## src/sv/gzhp_pkg.sv

```systemverilog
`default_nettype none

package gzhp_pkg;

    // Default width of the byte position counter
    localparam int unsigned POS_BITS_DEF = 23;

    // Widths of the stream fields
    localparam int unsigned BYTE_W   = 8;
    localparam int unsigned KIND_W   = 3;
    localparam int unsigned OFFSET_W = 23;

    // Largest offset that the result can carry
    localparam logic [31:0] OFFSET_MAX = 32'h007F_FFFF;

    // Name limit after reset
    localparam logic [7:0] NAME_LIMIT_RST = 8'd127;

    // Header constants
    localparam logic [7:0] GZ_MAGIC1      = 8'h1F;
    localparam logic [7:0] GZ_MAGIC2      = 8'h8B;
    localparam logic [7:0] GZ_CM_DEFLATE  = 8'd8;
    localparam logic [15:0] GZ_FIXED_LEN  = 16'd6;
    localparam logic [15:0] GZ_HCRC_LEN   = 16'd2;

    // Flag byte bits that drive the parse
    localparam int unsigned FLG_HCRC    = 1;
    localparam int unsigned FLG_EXTRA   = 2;
    localparam int unsigned FLG_NAME    = 3;
    localparam int unsigned FLG_COMMENT = 4;

    typedef enum logic [KIND_W-1:0] {
        KIND_HEADER     = 3'd0,
        KIND_NAME       = 3'd1,
        KIND_DATA_FIRST = 3'd2,
        KIND_DATA_REST  = 3'd3,
        KIND_ERROR      = 3'd4
    } kind_t;

    typedef struct packed {
        kind_t                kind;
        logic [BYTE_W-1:0]    name_char;
        logic [OFFSET_W-1:0]  comp_offset;
    } result_t;

endpackage

`default_nettype wire

```

## src/sv/gzhp_parse.sv

```systemverilog
`default_nettype none

module gzhp_parse #(
    parameter int unsigned POS_BITS = gzhp_pkg::POS_BITS_DEF
) (
    input  wire logic                 aclk,
    input  wire logic                 aresetn,
    input  wire logic                 step,
    input  wire logic [7:0]           data_byte,
    input  wire logic                 is_first,
    input  wire logic                 is_last,
    input  wire logic [7:0]           name_limit,
    output gzhp_pkg::result_t         result
);
    import gzhp_pkg::*;

    typedef enum logic [3:0] {
        P_MAGIC1     = 4'd0,
        P_MAGIC2     = 4'd1,
        P_METHOD     = 4'd2,
        P_FLAGS      = 4'd3,
        P_FIXED      = 4'd4,
        P_XLEN_LO    = 4'd5,
        P_XLEN_HI    = 4'd6,
        P_EXTRA      = 4'd7,
        P_NAME       = 4'd8,
        P_COMMENT    = 4'd9,
        P_HCRC       = 4'd10,
        P_DATA_FIRST = 4'd11,
        P_DATA_REST  = 4'd12,
        P_ERROR      = 4'd13
    } phase_t;

    phase_t                phase_reg, phase_next, ph_cur;
    logic [POS_BITS-1:0]   pos_reg, pos_next, pos_cur;
    logic [4:0]            flags_reg, flags_next, flags_cur;
    logic [15:0]           skip_reg, skip_next, skip_cur;
    logic [7:0]            xlo_reg, xlo_next, xlo_cur;
    logic [7:0]            ncount_reg, ncount_next, ncount_cur;
    logic [15:0]           xlen;
    logic [31:0]           pos_wide;
    logic                  err;
    kind_t                 kind;
    logic [7:0]            nc;
    logic [OFFSET_W-1:0]   off;

    // Next optional section after the one given
    function automatic phase_t next_section(phase_t from, logic [4:0] flg);
        phase_t nxt;
        nxt = P_DATA_FIRST;
        if (from < P_HCRC && flg[FLG_HCRC])       nxt = P_HCRC;
        if (from < P_COMMENT && flg[FLG_COMMENT]) nxt = P_COMMENT;
        if (from < P_NAME && flg[FLG_NAME])       nxt = P_NAME;
        if (from < P_XLEN_LO && flg[FLG_EXTRA])   nxt = P_XLEN_LO;
        return nxt;
    endfunction

    always_comb begin
        // A first byte restarts from a clean parse
        ph_cur     = is_first ? P_MAGIC1 : phase_reg;
        pos_cur    = is_first ? '0 : pos_reg;
        flags_cur  = is_first ? '0 : flags_reg;
        skip_cur   = is_first ? '0 : skip_reg;
        xlo_cur    = is_first ? '0 : xlo_reg;
        ncount_cur = is_first ? '0 : ncount_reg;

        phase_next  = ph_cur;
        pos_next    = pos_cur;
        flags_next  = flags_cur;
        skip_next   = skip_cur;
        xlo_next    = xlo_cur;
        ncount_next = ncount_cur;

        xlen     = {data_byte, xlo_cur};
        pos_wide = 32'(pos_cur);
        err      = 1'b0;
        kind     = KIND_HEADER;
        nc       = '0;
        off      = '0;

        unique case (ph_cur)
            P_MAGIC1: begin
                if (data_byte != GZ_MAGIC1) err = 1'b1;
                else phase_next = P_MAGIC2;
            end
            P_MAGIC2: begin
                if (data_byte != GZ_MAGIC2) err = 1'b1;
                else phase_next = P_METHOD;
            end
            P_METHOD: begin
                if (data_byte != GZ_CM_DEFLATE) err = 1'b1;
                else phase_next = P_FLAGS;
            end
            P_FLAGS: begin
                flags_next = data_byte[4:0];
                skip_next  = GZ_FIXED_LEN;
                phase_next = P_FIXED;
            end
            P_FIXED, P_EXTRA, P_HCRC: begin
                if (skip_cur <= 16'd1) begin
                    skip_next  = '0;
                    phase_next = (ph_cur == P_HCRC) ? P_DATA_FIRST
                                                    : next_section(ph_cur, flags_cur);
                end else begin
                    skip_next = skip_cur - 16'd1;
                end
            end
            P_XLEN_LO: begin
                xlo_next   = data_byte;
                phase_next = P_XLEN_HI;
            end
            P_XLEN_HI: begin
                skip_next  = xlen;
                phase_next = (xlen == 16'd0) ? next_section(P_EXTRA, flags_cur) : P_EXTRA;
            end
            P_NAME: begin
                if (data_byte == 8'd0) begin
                    phase_next = next_section(P_NAME, flags_cur);
                end else if (ncount_cur < name_limit) begin
                    kind        = KIND_NAME;
                    nc          = data_byte;
                    ncount_next = ncount_cur + 8'd1;
                end
            end
            P_COMMENT: begin
                if (data_byte == 8'd0) phase_next = next_section(P_COMMENT, flags_cur);
            end
            P_DATA_FIRST: begin
                if (pos_wide > OFFSET_MAX || pos_cur == '1) begin
                    err = 1'b1;
                end else begin
                    kind       = KIND_DATA_FIRST;
                    off        = pos_wide[OFFSET_W-1:0];
                    phase_next = P_DATA_REST;
                end
            end
            P_DATA_REST: kind = KIND_DATA_REST;
            default:     err = 1'b1;
        endcase

        // Header CRC span always starts at two bytes
        if (phase_next == P_HCRC && ph_cur != P_HCRC) skip_next = GZ_HCRC_LEN;

        // A last byte inside the header is an error
        if (!err && (kind == KIND_HEADER || kind == KIND_NAME) && is_last) err = 1'b1;

        if (err) begin
            kind       = KIND_ERROR;
            nc         = '0;
            off        = '0;
            phase_next = P_ERROR;
        end

        // Count header bytes, saturate at the counter top
        if (ph_cur < P_DATA_FIRST && pos_cur != '1) pos_next = pos_cur + POS_BITS'(1);

        result.kind        = kind;
        result.name_char   = nc;
        result.comp_offset = off;
    end

    always_ff @(posedge aclk) begin
        if (!aresetn) begin
            phase_reg  <= P_MAGIC1;
            pos_reg    <= '0;
            flags_reg  <= '0;
            skip_reg   <= '0;
            xlo_reg    <= '0;
            ncount_reg <= '0;
        end else if (step) begin
            phase_reg  <= phase_next;
            pos_reg    <= pos_next;
            flags_reg  <= flags_next;
            skip_reg   <= skip_next;
            xlo_reg    <= xlo_next;
            ncount_reg <= ncount_next;
        end
    end

endmodule

`default_nettype wire

```

## src/sv/gzip_header_parser.sv

```systemverilog
// Channel   | Ports                         | Contents
// ----------+-------------------------------+------------------------------------------
// s_ in     | s_tvalid s_tready s_tdata     | tdata: data_byte; tuser: is_first;
//           | s_tuser s_tlast               | tlast: is_last
// m_ out    | m_tvalid m_tready m_tdata     | tdata: name_char, comp_offset, pad;
//           | m_tuser                       | tuser: kind
// cfg       | cfg_wr_en cfg_wr_data         | name_limit
//
// One transaction in, one transaction out; one byte per cycle sustained while the m_ side takes each result.
// Result appears in the cycle after the input transaction: the parse state and
// classification are one combinational step between the state registers and
// the output register.
// Reset (aresetn low at a clock edge) returns the parser to the first magic
// byte and sets name_limit to 127.
// A stalled m_ side holds the result; s_tready drops only while the output
// register is full and not being taken.

`default_nettype none

module gzip_header_parser #(
    parameter int unsigned POS_BITS = gzhp_pkg::POS_BITS_DEF
) (
    input  wire logic        aclk,
    input  wire logic        aresetn,

    input  wire logic        s_tvalid,
    output logic             s_tready,
    input  wire logic [7:0]  s_tdata,   // [7:0] data_byte
    input  wire logic [0:0]  s_tuser,   // [0] is_first
    input  wire logic        s_tlast,   // is_last

    output logic             m_tvalid,
    input  wire logic        m_tready,
    output logic [31:0]      m_tdata,   // [7:0] name_char, [30:8] comp_offset, [31] zero
    output logic [2:0]       m_tuser,   // [2:0] kind

    input  wire logic        cfg_wr_en,
    input  wire logic [7:0]  cfg_wr_data // name_limit
);
    import gzhp_pkg::*;

    logic       in_take;
    logic [7:0] name_limit_reg;
    logic       m_valid_reg;
    result_t    res_next;
    result_t    res_reg;

    // Accept whenever the output register is empty or draining this cycle
    assign s_tready = !m_valid_reg || m_tready;
    assign in_take  = s_tvalid && s_tready;

    gzhp_parse #(
        .POS_BITS (POS_BITS)
    ) u_parse (
        .aclk       (aclk),
        .aresetn    (aresetn),
        .step       (in_take),
        .data_byte  (s_tdata),
        .is_first   (s_tuser[0]),
        .is_last    (s_tlast),
        .name_limit (name_limit_reg),
        .result     (res_next)
    );

    // Hold name_limit; the user must write it only while the stream is idle, the block does not enforce this
    always_ff @(posedge aclk) begin
        if (!aresetn) begin
            name_limit_reg <= NAME_LIMIT_RST;
        end else if (cfg_wr_en) begin
            name_limit_reg <= cfg_wr_data;
        end
    end

    // Output register: load on an input transaction, drop valid once taken
    always_ff @(posedge aclk) begin
        if (!aresetn) begin
            m_valid_reg <= 1'b0;
        end else if (in_take) begin
            m_valid_reg <= 1'b1;
        end else if (m_tready) begin
            m_valid_reg <= 1'b0;
        end
    end

    always_ff @(posedge aclk) begin
        if (in_take) begin
            res_reg <= res_next;
        end
    end

    assign m_tvalid = m_valid_reg;
    assign m_tdata  = {1'b0, res_reg.comp_offset, res_reg.name_char};
    assign m_tuser  = res_reg.kind;

endmodule

`default_nettype wire

```

## config.mk

```make
export PLATFORM = sky130hd
export DESIGN_NAME = gzip_header_parser
export DESIGN_NICKNAME = d
export VERILOG_FILES = /design/src/sv/gzhp_pkg.sv /design/src/sv/gzhp_parse.sv /design/src/sv/gzip_header_parser.sv
export SDC_FILE = /design/constraint.sdc
export NUM_CORES = 1
export LEC_CHECK = 0
export BUFFER_PORTS_ARGS = -buffer_cell sky130_fd_sc_hd__buf_2
export CAP_MARGIN = 30
export CORE_MARGIN = 5
export CORE_UTILIZATION = 60
export CTS_CLUSTER_DIAMETER = 200
export DETAILED_ROUTE_END_ITERATION = 6
export PLACE_DENSITY = 0.83
export SLEW_MARGIN = 10
export SYNTH_ARGS = -nofsm -noshare
export SYNTH_HDL_FRONTEND = slang
export SYNTH_HIERARCHICAL = 1
export SYNTH_SLANG_ARGS = --single-unit
```

## constraint.sdc

```tcl
create_clock -name aclk -period 4.5 [get_ports aclk]
set_input_delay 0.45 -clock aclk [delete_from_list [all_inputs] [get_ports aclk]]
set_output_delay 0.45 -clock aclk [all_outputs]
set_load 0.1 [all_outputs]
```

* Word level (Yosys, flattened, before mapping) *
Index checks and enable logic that the tools add are counted.

cells by class
  add/subtract/negate cells = 3
  multiply operators = 0
  divide/modulo/power cells = 0
  order comparisons = 7
  equal/unequal tests = 20
  shifts and indexed selects = 0
  multiplexer cells = 45
  bitwise logic cells = 3
  reduce and logical (&&, ||, !) cells = 22

operators by type and width
  cell                                                             number
  two-way mux 16 bit                                               3
  two-way mux 4 bit                                                12
  two-way mux 8 bit                                                6
  one-hot mux 16 bit (3 select lines)                              1
  two-way mux 23 bit                                               2
  one-hot mux 4 bit (10 select lines)                              1
  == test 4 bit, second input constant                             6
  adder 23 x 1 -> 23 bit, second input constant                    1
  == test 23 bit, second input constant                            1
  inequality test 23 bit, second input constant                    1
  == test 4 x 3 -> 1 bit, second input constant                    4
  less-or-equal comparator 16 x 1 -> 1 bit, second input constant  1
  logical NOT 16 bit                                               1
  < comparator 4 bit, second input constant                        4
  subtractor 16 x 1 -> 16 bit, second input constant               1
  two-way mux 1 bit                                                10
  two-way mux 2 bit                                                5
  two-way mux 5 bit                                                2
  logical AND 1 bit                                                9
  one-hot mux 3 bit (3 select lines)                               1
  OR reduction 9 bit                                               1
  adder 8 x 1 -> 8 bit, second input constant                      1
  == test 4 x 2 -> 1 bit, second input constant                    2
  logical NOT 8 bit                                                1
  18 further kinds                                                 23

word-level totals
  register bits = 106
  bits in latches = 0
  RAM bits = 0
  memory bits (read-only) = 0
  input port bits = 23
  logic and storage cells = 111
  memories = 0

* Logic depth before layout (Yosys ltp) *
  depth after elaboration = 13
  mapped depth = 18

* By module *
The synthesis kept the hierarchy.

modules (own cells, without submodules)
  module              times used  cells each  area an instance (um2)  seq. area each (um2)
  gzhp_parse          1           620         4703.3                  1261.2
  gzip_header_parser  1           67          1365.1                  1201.2

* Least setup slack after synthesis *
Ideal clock, no wire load.

  path type = register to register
  from = reg m_valid_reg (netlist: m_tvalid)
  to = reg u_parse.pos_reg[13]
  library setup time = 0.116 ns
  arrival = 4.432 ns
  setup slack = -0.049 ns
  stages on the path, launching flop included = 10
  path buffers = 0
  clock period less this slack = 4.549 ns
  cell sequence = dfxtp_1 -> nand2b_1 -> and2_1 -> o21ai_0 -> a21oi_1 -> nand3_1 -> nor4b_2 -> and3_1 -> o211ai_1 -> o211a_1

between the ends
  word-level cells in the longest chain between the ends = 3

RTL lines
  item                      RTL line                  text
  start: declaration        gzip_header_parser.sv:44  logic m_valid_reg;
  start signal: assignment  gzip_header_parser.sv:77  m_valid_reg <= 1'b0;
  start signal: assignment  gzip_header_parser.sv:79  m_valid_reg <= 1'b1;
  start signal: assignment  gzip_header_parser.sv:81  m_valid_reg <= 1'b0;
  logical NOT 1 bit         gzip_header_parser.sv:49  assign s_tready = !m_valid_reg || m_tready;
  logical OR 1 bit          gzip_header_parser.sv:49
  via s_tready              gzip_header_parser.sv:27  output logic s_tready,
  logical AND 1 bit         gzip_header_parser.sv:50  assign in_take = s_tvalid && s_tready;
  via in_take               gzip_header_parser.sv:42  logic in_take;
  end signal: assignment    gzhp_parse.sv:172         pos_reg <= pos_next;
  end: declaration          gzhp_parse.sv:35          logic [POS_BITS-1:0] pos_reg, pos_next, pos_cur;

The timed path passes the listed nets, and every way through them passes these cells.
A chain may end at the register's enable or synchronous reset.

* Final worst setup path *
  from = reg u_parse.phase_reg[2]
  to = reg u_parse.skip_reg[4]

between the ends
  word-level cells in the longest chain between the ends = 13
  elaborated cells on any way between the ends = 40

RTL lines
  item                                 RTL line           text
  start: declaration                   gzhp_parse.sv:34   phase_t phase_reg, phase_next, ph_cur;
  start signal: assignment             gzhp_parse.sv:171  phase_reg <= phase_next;
  two-way mux 4 bit *                  gzhp_parse.sv:60   ph_cur = is_first ? P_MAGIC1 : phase_reg;
  < comparator 4 bit                   gzhp_parse.sv:51   if (from < P_HCRC && flg[FLG_HCRC]) nxt = P_HCRC;
  logical AND 1 bit                    gzhp_parse.sv:51
  two-way mux 1 bit                    gzhp_parse.sv:51
  two-way mux 2 bit                    gzhp_parse.sv:52   if (from < P_COMMENT && flg[FLG_COMMENT]) nxt = P_COMMENT;
  two-way mux 2 bit                    gzhp_parse.sv:53   if (from < P_NAME && flg[FLG_NAME]) nxt = P_NAME;
  two-way mux 4 bit                    gzhp_parse.sv:54   if (from < P_XLEN_LO && flg[FLG_EXTRA]) nxt = P_XLEN_LO;
  two-way mux 4 bit                    gzhp_parse.sv:102  phase_next = (ph_cur == P_HCRC) ? P_DATA_FIRST
  two-way mux 4 bit                    gzhp_parse.sv:100  if (skip_cur <= 16'd1) begin
  one-hot mux 4 bit (10 select lines)  gzhp_parse.sv:81   unique case (ph_cur)
  == test 4 bit                        gzhp_parse.sv:142  if (phase_next == P_HCRC && ph_cur != P_HCRC) skip_next = GZ_HCRC_LEN;
  logical AND 1 bit                    gzhp_parse.sv:142
  two-way mux 16 bit *                 gzhp_parse.sv:142
  end signal: assignment               gzhp_parse.sv:174  skip_reg <= skip_next;
  end: declaration                     gzhp_parse.sv:37   logic [15:0] skip_reg, skip_next, skip_cur;

Mark *: on every way between the ends. The rest lies on a longest branch, timed or not.

==> implementation parameters <==
Parameter                              Value

Outcome
  Result of the run ... completed

Synthesis
  Share of the synthesized area in the top cell type ... 23.8%
  Ranking of synthesized cells by instance count ... 82 x nand2_1, 72 x dfxtp_1, 55 x and2_1
  Syn Inst Count ... around 690
  Simple-gate portion of the synthesized area ... 29.1%
  Total nets after synthesis ... about 720
  Count of flip-flops with a built-in enable after synthesis ... 34
  Area share of fa/ha/maj cells after synthesis ... 2.27%
  Netlist area before placement ... 6070 sq um
  Top-count cell post-synth ... nand2_1
  Mux contribution to synthesized area ... about 1.5%
  Synthesized-area fraction occupied by xor and xnor cells ... 2.60%
  Proportion of synthesized flip-flops having asynchronous set or reset ... 0%
  Share of the synthesized area in compound gates (AO/OA/AOI/OAI) ... 19.7%
  Register bit total from synthesis ... 106
  Mean Syn Cell Area ... 8.83 sq um
  Sequential-to-total area share from yosys stat ... between 40% and 50%
  Dominant combinational cell family by area after synthesis ... simple AND/OR/NAND/NOR gates
  Most area-consuming cells after synthesis ... dfxtp_1 24%, edfxtp_1 17%, and2_1 5.7%
  Yosys synthesis warning count ... 6
  Number of unique standard cell types used by synthesis ... 77
  Synth Flop Type ... dfxtp_1
  Largest area contributor in the synthesized netlist ... dfxtp_1

Floorplan
  Die area ... 12,200 sq um
  Core area ... 9820 sq um
  Height of the chip ... 111 microns
  Die Width ... 111 microns
  I/O pin cnt ... 60
  Initial Utilization ... 61.8%
  Cell Rows ... 36

Clocking
  Number of clock buffers inserted by TritonCTS ... 9
  CTS sink cnt ... 106
  Count of instances resized after the clock tree is built ... 0
  Clock transition at path regs ... 100 ps
  Deepest clock path buffer count ... 2
  CTS tree ... yes
  Clock insertion delay at the later pin of the skew report ... 370 ps
  Number of setup buffers added after CTS ... 0
  CTS HTree Levels ... 3
  CTS Root Buffer Type ... clkbuf_8
  Hold-fix buffers, CTS ... 0

Global route
  Overall global routing resource usage ... 24.3%
  Pin count of the biggest net entering global routing ... 59
  Global-route wire length before repair ... 25,200 microns
  Number of global-route vias before repair ... 5,189
  GR Overflow Total ... 0
  Number of antenna violations at the first check in global routing ... 0

STA
  Setup violation total in the final timing report ... 0
  Post-route minimum period ... ~3400 ps
  Aggregate negative setup slack ... 0 ps
  Remaining max-slew budget at the tightest pin ... 36.9%
  Setup repair after global routing missed its margin ... no
  Ratio of final minimum period to clock period ... between 70 and 80%
  Largest clock skew in the final design ... 10.1 ps
  Measured slew at the worst slew-check pin ... 945 ps
  FMAX ... 294 MHz
  Count of final max-slew check failures ... 0
  Number of hold violations in the final report ... 0

Pwr
  Standby leakage power ... 2.62 nW
  Total power per unit cell area ... 284 nW/um^2
  Largest voltage drop on the vdd net ... 167 uV

Final layout
  Count of inserted antenna diode cells ... 0
  Largest register FFs ... 31
  Net count of the finished layout ... 758
  Fraction of final layout cells sized beyond drive strength 1 ... 13.6%
  Layout overhead on the synthesized area ... 8.74%
  Layout Cell Area excl Fill ... between 6000 and 7000 sq um

Placed design
  Count of input and output buffers ... 58
  Detailed Place HPWL ... 10,700 microns
  Instance area at placement ... about 6400 sq um
  Routability cong. ... between 0.9 and 1

Run
  Total of max-cap violations ... 0

Detailed routing
  Total Wirelength ... 15,100 microns
  Detailed-routing iteration count for the pre-antenna-repair pass ... 6
  Detailed router's first-iteration violation count ... 531
  Total vias in the final route ... 5,419
  Routed length per instance ... 17.5 microns
  DRC ... 0
  Ratio of routed vias to standard cells ... 6.29
  Number of nets still failing antenna checks after routing ... 0

Worst setup path
  Startpoint-to-endpoint class of the critical path ... flip-flop to flip-flop
  Worst-path cell chain ... or4b_4 -> a31oi_4 -> o21a_4 -> o21ai_0 -> a2111oi_2 -> a21oi_2 -> buf_4 -> a21o_1 -> a22o_1
  Kind of start point of the critical path ... flip-flop
  Endpoint class of the critical path ... flip-flop
  Delay-heaviest family, CP ... compound AO/OA/AOI/OAI gates
  Worst Path Required ... roughly 4800 ps
  FF-to-FF setup slack ... 1100 ps
  Critical Path Max Stage Delay ... 830 ps
  Buf/Inv on CP ... 1
  Worst path slowest cell ... dfxtp_1
  Arrival time reported for the critical path endpoint ... 3660 ps
  CP max FO ... 26

Min path
  Class of the tightest hold or removal check ... primary input to flip-flop
[power breakdown]
part	leakage [nW]	switching, W	internal (W)	total [W]
logic	1.60	0.000238	0.0000703	0.000308
clock network	0.0900	0.000326	0.000205	0.000531
registers	0.921	0.0000248	0.00101	0.00103
[area by class of cell]
cell class | count | area [sq um]
multi-input combinational | 520 | 3360
sequential | 106 | 2460
clock inverter | 6 | 42.5
fill | 845 | 3220
timing repair buffer | 69 | 377
inverter | 18 | 67.6
tap | 133 | 166
clock buffer | 10 | 128
[path summary, 6_finish.rpt]
check | start | endpoint | cells after the start
setup / recovery | u_parse/phase_reg[2]$_SDFFE_PN0P_ | u_parse/skip_reg[4]$_SDFFE_PN0P_ | 9
hold reg to reg | u_parse/ncount_reg[0]$_SDFFE_PN0P_ | u_parse/ncount_reg[0]$_SDFFE_PN0P_ | 2
hold / removal | cfg_wr_data[4] | name_limit_reg[4]$_SDFFE_PN1P_ | 3
setup reg to reg | u_parse/phase_reg[2]$_SDFFE_PN0P_ | u_parse/skip_reg[4]$_SDFFE_PN0P_ | 9
[layer usage]
| layer | track usage, % | up-vias | wire length, microns |
|---|---|---|---|
| met3 | 4.10 | 38 | 1230 |
| met5 | 0 | - | 0 |
| met2 | 38.3 | 259 | 6950 |
| li1 | - | 2590 | - |
| met4 | 9.93 | 0 | 329 |
| met1 | 33.2 | 2532 | 6570 |
[logic make-up (layout without fill, tap and decap cells)]
| group | Yosys count | count (layout) |
|---|---|---|
| other cells | 1 | 1 |
| flops | 106 | 106 |
| mux | 9 | 9 |
| xor+xnor | 18 | 18 |
| fa+ha+maj | 11 | 11 |
| buf+inv | 61 | 103 |
| compound gates | 164 | 164 |
| simple gates | 317 | 317 |
[worst min-delay path: cells and delay by family]
family	cells	cell delay, ps
buffers and inverters	1	70
multiplexers	1	50
AND/OR/NAND/NOR	1	50
[metrics by stage]
stage / utilization, % / hold WS [ps] / total power, W / cells / worst slack [ps]
4_1_cts: 67.2 / 270 / 0.00189 / 862 / 1170
3_3_place_gp: 65.4 / 452 / 0.00136 / 845 / 1150
3_5_place_dp: 65.5 / 459 / 0.00136 / 846 / 962
6_report: 67.2 / 284 / 0.00187 / 862 / 1100
5_1_grt: 67.2 / 284 / 0.00195 / 862 / 927
2_1_floorplan: - / 431 / 0.00130 / 687 / 287
[cell usage in the layout (no fill, tap or decap), types with 5 or more instances in the layout]
master / n
o31ai_1: 7
xnor2_1: 11
xor2_1: 7
mux2i_1: 9
ha_1: 11
nor2_1: 34
and2_1: 54
nor3_1: 12
edfxtp_1: 34
nand2_1: 82
a22o_1: 12
buf_4: 10
a21o_1: 6
o21ai_0: 28
o2111ai_1: 7
nand4_1: 11
nor2b_1: 32
nand2b_1: 8
dfxtp_1: 72
nor4_1: 10
a31oi_1: 5
a21oi_1: 24
nand3_1: 16
clkbuf_8: 9
a22oi_1: 15
and3_1: 18
o21ai_1: 5
inv_1: 18
buf_2: 58
Note: power is estimated with default switching activity, not from simulation.
